File: src/rtl/dqp_pkg.sv
// Shared types and constants for the DNS query question parser.
// Holds the parse phase and status codes, the result structs and the label
// character check. No dependencies.
`timescale 1ns / 1ps

package dqp_pkg;

  localparam int unsigned MaxPacketBytesDefault = 1024;

  localparam int unsigned HeaderBytes   = 12;
  // The header plus the shortest question: one label byte, its length, the
  // zero byte and four bytes of type and class.
  localparam int unsigned MinQueryBytes = 19;
  localparam int unsigned MaxNameCount  = 255;
  localparam int unsigned TailBytes     = 4;

  localparam logic [15:0] QrMask      = 16'h8000;
  localparam logic [7:0]  CharDot     = 8'h2e;
  localparam logic [7:0]  CaseBit     = 8'h20;

  typedef enum logic [2:0] {
    PH_HEADER = 3'd0,
    PH_LEN    = 3'd1,
    PH_LABEL  = 3'd2,
    PH_TAIL   = 3'd3,
    PH_DONE   = 3'd4,
    PH_STOP   = 3'd5
  } phase_e;

  typedef enum logic [3:0] {
    ST_OK        = 4'd0,
    ST_SHORT     = 4'd1,
    ST_RESPONSE  = 4'd2,
    ST_QDCOUNT   = 4'd3,
    ST_ANCOUNT   = 4'd4,
    ST_QSHORT    = 4'd5,
    ST_EMPTY     = 4'd6,
    ST_LONG      = 4'd7,
    ST_TRUNC     = 4'd8,
    ST_CHAR      = 4'd9,
    ST_TYPECLASS = 4'd10
  } status_e;

  typedef struct packed {
    status_e     status;
    logic [15:0] query_id;
    logic [15:0] qtype;
    logic [15:0] qclass;
    logic [7:0]  name_length;
  } verdict_t;

  // Results caused by one input beat: at most one name character and one
  // verdict, the character always first.
  typedef struct packed {
    logic     char_valid;
    logic [7:0] char_data;
    logic     verd_valid;
    verdict_t verd;
  } step_res_t;

  function automatic logic char_ok(input logic [7:0] b);
    logic ok;
    ok = 1'b0;
    if (b >= 8'h30 && b <= 8'h39) ok = 1'b1;
    if (b >= 8'h61 && b <= 8'h7a) ok = 1'b1;
    if (b >= 8'h41 && b <= 8'h5a) ok = 1'b1;
    if (b == 8'h5f || b == 8'h2d) ok = 1'b1;
    return ok;
  endfunction

endpackage

File: src/rtl/dqp_parse_core.sv
// Per-byte parse state of the DNS query question parser.
// Updates header, label and tail state on each accepted byte and forms the
// results that the byte causes. Depends on dqp_pkg.
`timescale 1ns / 1ps

module dqp_parse_core import dqp_pkg::*; #(
  parameter int unsigned MAX_PACKET_BYTES = MaxPacketBytesDefault
) (
  input  logic       clk_i,
  input  logic       rst_ni,
  input  logic       fire_i,
  input  logic [7:0] byte_i,
  input  logic       last_i,
  output step_res_t  res_o
);

  localparam int unsigned PosW = $clog2(MAX_PACKET_BYTES + 1);

  logic [PosW-1:0] pos_q, pos_d;
  phase_e          phase_q, phase_d;
  logic [15:0]     id_q, id_d;
  logic [15:0]     hw_q, hw_d;
  logic [7:0]      lrem_q, lrem_d;
  logic [8:0]      ncount_q, ncount_d;
  status_e         err_q, err_d;
  logic            bad_q, bad_d;
  logic            dot_q, dot_d;
  logic [31:0]     tc_q, tc_d;

  logic [8:0]      nsum;
  logic            named;

  always_comb begin
    pos_d    = pos_q;
    phase_d  = phase_q;
    id_d     = id_q;
    hw_d     = hw_q;
    lrem_d   = lrem_q;
    ncount_d = ncount_q;
    err_d    = err_q;
    bad_d    = bad_q;
    dot_d    = dot_q;
    tc_d     = tc_q;
    res_o    = '0;
    nsum     = ncount_q + {1'b0, byte_i} + 9'd1;
    named    = 1'b0;

    if (fire_i) begin
      if (pos_q < PosW'(MAX_PACKET_BYTES)) begin
        pos_d = pos_q + PosW'(1);
        case (phase_q)
          PH_HEADER: begin
            hw_d = {hw_q[7:0], byte_i};
            if (pos_q == PosW'(0)) id_d = {byte_i, 8'h00};
            if (pos_q == PosW'(1)) id_d = {id_q[15:8], byte_i};
            if (err_q == ST_OK) begin
              if (pos_q == PosW'(3) && (hw_d & QrMask) != 16'h0000) err_d = ST_RESPONSE;
              if (pos_q == PosW'(5) && hw_d != 16'h0001) err_d = ST_QDCOUNT;
              if (pos_q == PosW'(7) && hw_d != 16'h0000) err_d = ST_ANCOUNT;
            end
            if (pos_q == PosW'(HeaderBytes - 1)) begin
              phase_d = (err_d != ST_OK) ? PH_STOP : PH_LEN;
            end
          end
          PH_LEN: begin
            if (byte_i == 8'h00) begin
              if (ncount_q == 9'd0) begin
                if (err_q == ST_OK) err_d = ST_EMPTY;
                phase_d = PH_STOP;
              end else begin
                lrem_d  = 8'(TailBytes);
                phase_d = PH_TAIL;
              end
            end else begin
              ncount_d = nsum;
              if (nsum > 9'(MaxNameCount)) begin
                if (err_q == ST_OK) err_d = ST_LONG;
                phase_d = PH_STOP;
              end else begin
                // The dot that closes the previous label goes out only once
                // another label follows it.
                res_o.char_valid = dot_q;
                res_o.char_data  = CharDot;
                lrem_d  = byte_i;
                bad_d   = 1'b0;
                phase_d = PH_LABEL;
              end
            end
          end
          PH_LABEL: begin
            bad_d = bad_q | ~char_ok(byte_i);
            res_o.char_valid = 1'b1;
            res_o.char_data  = (byte_i >= 8'h41 && byte_i <= 8'h5a) ? (byte_i | CaseBit)
                                                                    : byte_i;
            lrem_d = lrem_q - 8'd1;
            if (lrem_d == 8'd0) begin
              if (bad_d) begin
                if (err_q == ST_OK) err_d = ST_CHAR;
                phase_d = PH_STOP;
              end else begin
                dot_d   = 1'b1;
                phase_d = PH_LEN;
              end
            end
          end
          PH_TAIL: begin
            tc_d   = {tc_q[23:0], byte_i};
            lrem_d = lrem_q - 8'd1;
            if (lrem_d == 8'd0) phase_d = PH_DONE;
          end
          default: begin
          end
        endcase
      end

      if (last_i) begin
        res_o.verd_valid        = 1'b1;
        res_o.verd.query_id     = id_d;
        res_o.verd.qtype        = tc_d[31:16];
        res_o.verd.qclass       = tc_d[15:0];
        named = (phase_d == PH_TAIL) || (phase_d == PH_DONE);
        if (named && ncount_d != 9'd0) begin
          res_o.verd.name_length = 8'(ncount_d - 9'd1);
        end
        if (pos_d < PosW'(HeaderBytes)) begin
          res_o.verd.status = ST_SHORT;
        end else if (err_d == ST_RESPONSE || err_d == ST_QDCOUNT || err_d == ST_ANCOUNT) begin
          res_o.verd.status = err_d;
        end else if (pos_d < PosW'(MinQueryBytes)) begin
          res_o.verd.status = ST_QSHORT;
        end else if (err_d != ST_OK) begin
          res_o.verd.status = err_d;
        end else if (phase_d == PH_LEN || phase_d == PH_LABEL) begin
          res_o.verd.status = ST_TRUNC;
        end else if (phase_d == PH_TAIL) begin
          res_o.verd.status = ST_QSHORT;
        end else if (tc_d[31:16] != 16'h0001 || tc_d[15:0] != 16'h0001) begin
          res_o.verd.status = ST_TYPECLASS;
        end else begin
          res_o.verd.status = ST_OK;
        end
        if (res_o.verd.status != ST_OK && res_o.verd.status != ST_TYPECLASS) begin
          res_o.verd.qtype  = 16'h0000;
          res_o.verd.qclass = 16'h0000;
        end

        // The packet is over: start the next one from the reset state.
        pos_d    = '0;
        phase_d  = PH_HEADER;
        id_d     = '0;
        hw_d     = '0;
        lrem_d   = '0;
        ncount_d = '0;
        err_d    = ST_OK;
        bad_d    = 1'b0;
        dot_d    = 1'b0;
        tc_d     = '0;
      end
    end
  end

  always_ff @(posedge clk_i or negedge rst_ni) begin
    if (!rst_ni) begin
      pos_q    <= '0;
      phase_q  <= PH_HEADER;
      id_q     <= '0;
      hw_q     <= '0;
      lrem_q   <= '0;
      ncount_q <= '0;
      err_q    <= ST_OK;
      bad_q    <= 1'b0;
      dot_q    <= 1'b0;
      tc_q     <= '0;
    end else begin
      pos_q    <= pos_d;
      phase_q  <= phase_d;
      id_q     <= id_d;
      hw_q     <= hw_d;
      lrem_q   <= lrem_d;
      ncount_q <= ncount_d;
      err_q    <= err_d;
      bad_q    <= bad_d;
      dot_q    <= dot_d;
      tc_q     <= tc_d;
    end
  end

endmodule

File: src/rtl/dns_query_question_parser.sv
// Top level of the DNS query question parser: stream ports and result buffer.
// Instantiates dqp_parse_core; depends on dqp_pkg.
`timescale 1ns / 1ps

// Usage
// The slave stream carries a DNS request one byte per beat; tlast marks the
// final byte of the packet. The master stream returns the question name as
// lower-case dotted text, one character per beat with tuser low, followed
// by one verdict beat with tuser and tlast high that carries the status,
// id, type, class and name length.
// The results of a byte are offered in the cycle after the byte is taken.
// The parse state is updated in the cycle a byte is accepted, so a byte can
// be taken every cycle while the receiver takes each result. A byte causes
// at most a character and, on the last byte, a verdict; when both are
// pending the slave side waits while the character beat goes out, so the
// final byte of a packet can hold off the next byte.
// While the receiver stalls, pending results hold and the slave side is
// held off once the buffer cannot drain. Reset clears the parse state and
// drops any pending results; the next byte starts a new packet. Bytes past
// MAX_PACKET_BYTES are ignored, but their tlast still closes the packet.
module dns_query_question_parser import dqp_pkg::*; #(
  parameter int unsigned MAX_PACKET_BYTES = MaxPacketBytesDefault
) (
  input  logic        clk_i,
  input  logic        rst_ni,
  input  logic        s_axis_tvalid_i,
  output logic        s_axis_tready_o,
  input  logic [7:0]  s_axis_tdata_i,   // [7:0] data_byte
  input  logic        s_axis_tlast_i,   // last_byte
  output logic        m_axis_tvalid_o,
  input  logic        m_axis_tready_i,
  // [7:0] name_char, [11:8] status, [27:12] query_id, [43:28] question type,
  // [59:44] question class, [67:60] name_length, [71:68] zero
  output logic [71:0] m_axis_tdata_o,
  output logic        m_axis_tuser_o,   // kind
  output logic        m_axis_tlast_o    // final_res
);

  step_res_t  step_res;
  logic       in_fire;
  logic       out_fire;

  // Result buffer: a pending character beat and a pending verdict beat.
  logic       char_v_q, char_v_d;
  logic [7:0] char_q;
  logic       verd_v_q, verd_v_d;
  verdict_t   verd_q;

  dqp_parse_core #(
    .MAX_PACKET_BYTES(MAX_PACKET_BYTES)
  ) u_core (
    .clk_i  (clk_i),
    .rst_ni (rst_ni),
    .fire_i (in_fire),
    .byte_i (s_axis_tdata_i),
    .last_i (s_axis_tlast_i),
    .res_o  (step_res)
  );

  assign out_fire = m_axis_tvalid_o & m_axis_tready_i;

  // A new byte may enter once the buffer is empty or its only beat leaves
  // in this cycle.
  assign s_axis_tready_o = ~(char_v_q | verd_v_q) | (out_fire & ~(char_v_q & verd_v_q));
  assign in_fire         = s_axis_tvalid_i & s_axis_tready_o;

  always_comb begin
    char_v_d = char_v_q;
    verd_v_d = verd_v_q;
    if (in_fire) begin
      char_v_d = step_res.char_valid;
      verd_v_d = step_res.verd_valid;
    end else if (out_fire) begin
      // The character always leaves ahead of the verdict.
      if (char_v_q) begin
        char_v_d = 1'b0;
      end else begin
        verd_v_d = 1'b0;
      end
    end
  end

  always_ff @(posedge clk_i or negedge rst_ni) begin
    if (!rst_ni) begin
      char_v_q <= 1'b0;
      verd_v_q <= 1'b0;
    end else begin
      char_v_q <= char_v_d;
      verd_v_q <= verd_v_d;
    end
  end

  always_ff @(posedge clk_i) begin
    if (in_fire) begin
      char_q <= step_res.char_data;
      verd_q <= step_res.verd;
    end
  end

  assign m_axis_tvalid_o = char_v_q | verd_v_q;
  assign m_axis_tuser_o  = ~char_v_q;
  assign m_axis_tlast_o  = ~char_v_q;
  always_comb begin
    if (char_v_q) begin
      m_axis_tdata_o = {64'h0, char_q};
    end else begin
      m_axis_tdata_o = {4'h0, verd_q.name_length, verd_q.qclass, verd_q.qtype,
                        verd_q.query_id, verd_q.status, 8'h00};
    end
  end

  // Every packet end leaves exactly one verdict behind it.
  assert property (@(posedge clk_i) disable iff (!rst_ni)
    in_fire && s_axis_tlast_i |=> verd_v_q)
    else $error("packet end without a verdict");

  assert property (@(posedge clk_i) disable iff (!rst_ni)
    in_fire && !s_axis_tlast_i |=> !verd_v_q)
    else $error("verdict without a packet end");

  // With two beats pending the buffer cannot take another byte.
  assert property (@(posedge clk_i) disable iff (!rst_ni)
    char_v_q && verd_v_q |-> !s_axis_tready_o)
    else $error("byte taken while the result buffer is full");

  // A verdict never overtakes the character it follows.
  assert property (@(posedge clk_i) disable iff (!rst_ni)
    char_v_q && verd_v_q && out_fire |=> verd_v_q && !char_v_q)
    else $error("result beats out of order");

endmodule
File: config.mk
export PLATFORM = sky130hd
export DESIGN_NAME = dns_query_question_parser
export DESIGN_NICKNAME = d
export VERILOG_FILES = /design/src/rtl/dqp_pkg.sv /design/src/rtl/dqp_parse_core.sv /design/src/rtl/dns_query_question_parser.sv
export SDC_FILE = /design/constraint.sdc
export NUM_CORES = 1
export LEC_CHECK = 0
export ABC_CLOCK_PERIOD_IN_PS = 7700
export BUFFER_PORTS_ARGS = -buffer_cell sky130_fd_sc_hd__clkbuf_2
export CAP_MARGIN = 40
export CELL_PAD_IN_SITES_DETAIL_PLACEMENT = 1
export CELL_PAD_IN_SITES_GLOBAL_PLACEMENT = 1
export CORE_MARGIN = 1
export CORE_UTILIZATION = 51
export DETAILED_ROUTE_END_ITERATION = 8
export GPL_TIMING_DRIVEN = 0
export PLACE_DENSITY = 0.88
export SYNTH_ARGS = -nofsm -noshare
export SYNTH_HDL_FRONTEND = slang
export SYNTH_SLANG_ARGS = --single-unit
File: constraint.sdc
create_clock -name clk_i -period 7.7 [get_ports clk_i]
set_input_delay 0.385 -clock clk_i [delete_from_list [all_inputs] [get_ports clk_i]]
set_output_delay 0.385 -clock clk_i [all_outputs]
set_load 0.05 [all_outputs]
==> run metrics <==
post-route DRC violation count 0; Die Height 138 um; CTS tree done; FILL cells 1996; Seq/Total Area, Yosys 0.470; fin cells 1283; Multi-input gate area 4620 um2; met1 Use GR 0.466; Core Region 18000 um2; Initial DRC Count 837; initial antenna violation count 1; Die Area 19000 um2; IO Count 89; RSZ-0062 raised after global routing false; max cap viols 0; IO buf count 84; clock skew 0.0146 ns; Post-Syn Instances 932; Crit. End Element flip-flop; DP Cell Count 1250; Clock Pin Slew Worst Setup and Hold Paths 0.08 ns; Int Pwr 1.62 mW; Startpoint Class input port; Post-Syn Area per Cell 10.1 um2; WP data required 7.89 ns; antenna-violating nets left 0; Util after Layout 0.598; failing checks hold timing; clock sink total 163; Final setup violation count 0; worst setup margin 2.61 ns; Area Growth Syn to Fin 14.6%; hold buffer count at cts 0; largest net degree at the start of global routing 57; fmax 0.197 GHz; Distinct cells, synth 80; sw power 874 uW; Worst Hold Class input port to async pin; H-tree levels 4; met3 global-route usage 0.0765; placed cell area 10200 um2; post-cts repair resize count 0; global route overflow 0; Post-DP HPWL 21.2 mm; Clk pwr share 0.350; clk_lat worst skew 0.45 ns; Tot GR Track Use 0.361; peak supply drop 0.169 mV; Setup Fix Bufs, Post-CTS 0; ANT cells 0; drt pass-1 iters 5; most common flop cell mapped by yosys dfrtp_1; Storage cell area 4420 um2; pre-CTS setup slack 2.33 ns; Post-synth EDFFs 68; GPL Wtd Cong 0.925; critical path class input port to flip-flop; arrival time at the worst endpoint 5.27 ns; Die W 138 um; Switching Share 0.350; hold_ws -0.0225 ns; Avg Vias per Cell 6.72; root buffer cell clkbuf_16; vias in the first global route 8633; Post-Syn Area 9410 um2; first-pass GRT wire length 50.5 mm; Final period util 0.661; initial core utilization 0.522; commonest non-fill, non-tap cells in the layout 95 x dfrtp_1, 83 x clkbuf_2, 76 x nor2_1, 72 x nand2_1, 68 x edfxtp_1; fin area 10800 um2; crit path max fanout 10; clk buf depth 2; Power Total 2.50 mW; gr busiest metal met2; Hold Fails Final Rpt 6; ratio of cells with drive above 1 in the final layout 0.183; yosys warns 0; setup tns final 0 ns; Lkg Pwr 4.42 nW; ys async rst share 0.583; nets 1070; routed via count 8616; # rows 49; final WL 32.8 mm; post-synthesis register bit count 163; met2 Use GR 0.566; Pwr Density 231 nW/um2; Worst Tran Pin Value 0.979 ns; max_slew headroom 0.348; Inserted Clock Buffers 17; combinational share of power 0.219; fin. max-slew vios 0; commonest non-fill, non-tap cell in the layout dfrtp_1; status finished with violations; minimum clock period 5.09 ns; DR WL/cell 25.5 um; part of the power in registers 0.431
[final cells by class]
class,instances,area share
sequential,163,0.410
timing repair buffer,87,0.0454
buffer,66,0.0283
clock buffer,18,0.0407
multi-input combinational,684,0.428
inverter,22,0.00766
clock inverter,14,0.0132
tap,229,0.0266
[power groups by stage]
stage / combinational, mW / clock [mW] / sequential [mW]
after floorplan: 0.363 / 0 / 1.06
after global placement: 0.476 / 0 / 1.07
after global routing: 0.582 / 0.905 / 1.08
after detailed placement: 0.513 / 0 / 1.08
after CTS: 0.535 / 0.869 / 1.07
final: 0.547 / 0.873 / 1.08
[critical path: stages]
cell	delay (ns)
clkbuf_2	0.09
clkbuf_1	0.31
inv_1	0.30
ha_1	0.26
inv_1	0.08
fa_1	0.42
a211oi_1	0.47
o211a_1	0.20
o211ai_1	0.29
o21ai_0	0.69
o211a_2	0.32
o21ai_0	0.23
a221o_1	0.41
o311ai_4	0.47
buf_6	0.25
nor3_2	0.08
[routing by layer]
layer  wire length (um)  share of wire
met1              13300           0.41
met2              15300           0.47
met3               2640          0.081
met4               1560          0.048
met5                 13        0.00040
[registers in the layout (all words and copies together), names as in the netlist]
register / flops
verd_q: 60
u_core.tc_q: 32
u_core.id_q: 16
u_core.pos_q: 11
u_core.ncount_q: 9
char_q: 8
u_core.hw_q: 8
u_core.lrem_q: 8
u_core.err_q: 4
u_core.phase_q: 3
char_v_q: 1
u_core.bad_q: 1
u_core.dot_q: 1
verd_v_q: 1
[cells by family (layout without fill, tap and decap cells)]
group / after synthesis / in the layout / synth area share
multiplexers: 47 / 47 / 0.0504
buffers and inverters: 88 / 207 / 0.0408
flip-flops: 163 / 163 / 0.470
AND/OR/NAND/NOR: 362 / 362 / 0.220
adder cells (fa/ha/maj): 17 / 17 / 0.0231
AO/OA/AOI/OAI: 242 / 242 / 0.184
XOR/XNOR: 12 / 12 / 0.0112
other: 1 / 4 / 0.000398
[Yosys cell counts (3+ instances only)]
cell type | number | area share
a211oi_1 | 3 | 0.0024
a211oi_2 | 3 | 0.0040
a21o_1 | 6 | 0.0048
a21oi_1 | 28 | 0.015
a22o_1 | 48 | 0.045
a22oi_1 | 25 | 0.020
a31oi_1 | 8 | 0.0053
a41o_1 | 3 | 0.0032
and2_1 | 15 | 0.010
and3_1 | 5 | 0.0033
buf_2 | 4 | 0.0021
buf_4 | 5 | 0.0040
buf_6 | 4 | 0.0048
clkbuf_1 | 52 | 0.021
dfrtp_1 | 95 | 0.25
edfxtp_1 | 68 | 0.22
ha_1 | 15 | 0.020
inv_1 | 22 | 0.0088
mux2_2 | 3 | 0.0036
mux2i_1 | 44 | 0.047
nand2_1 | 72 | 0.029
nand2b_1 | 6 | 0.0040
nand3_1 | 12 | 0.0064
nand4_1 | 7 | 0.0047
nor2_1 | 76 | 0.030
nor2b_1 | 65 | 0.043
nor3_1 | 20 | 0.011
nor3_2 | 33 | 0.035
nor4_1 | 15 | 0.010
nor4b_1 | 4 | 0.0037
o2111ai_1 | 5 | 0.0047
o21a_1 | 6 | 0.0048
o21ai_0 | 62 | 0.033
o21ai_1 | 3 | 0.0016
o31ai_1 | 14 | 0.011
o41ai_1 | 3 | 0.0028
or2_2 | 6 | 0.0040
or3_1 | 3 | 0.0020
or4_1 | 3 | 0.0024
xnor2_1 | 9 | 0.0084
xor2_1 | 3 | 0.0028
[worst paths after layout]
kind,slack [ns],depth (start not counted),from,to
setup reg to reg,2.79,14,u_core.ncount_q[0]$_DFFE_PN0P_,verd_q[11]$_SDFFCE_PP0P_
min in group clk_i,0.22,3,s_axis_tvalid_i,verd_v_q$_DFFE_PN0P_
hold reg to reg,0.51,1,u_core.hw_q[2]$_DFFE_PN0P_,u_core.hw_q[2]$_DFFE_PN0P_
setup / recovery,2.61,16,s_axis_tdata_i[0],verd_q[11]$_SDFFCE_PP0P_
hold / removal,-0.02,1,rst_ni,u_core.id_q[12]$_DFFE_PN0P_
max in group asynchronous,6.97,2,rst_ni,u_core.tc_q[25]$_DFFE_PN0P_
(Power assumes the default switching activity.)
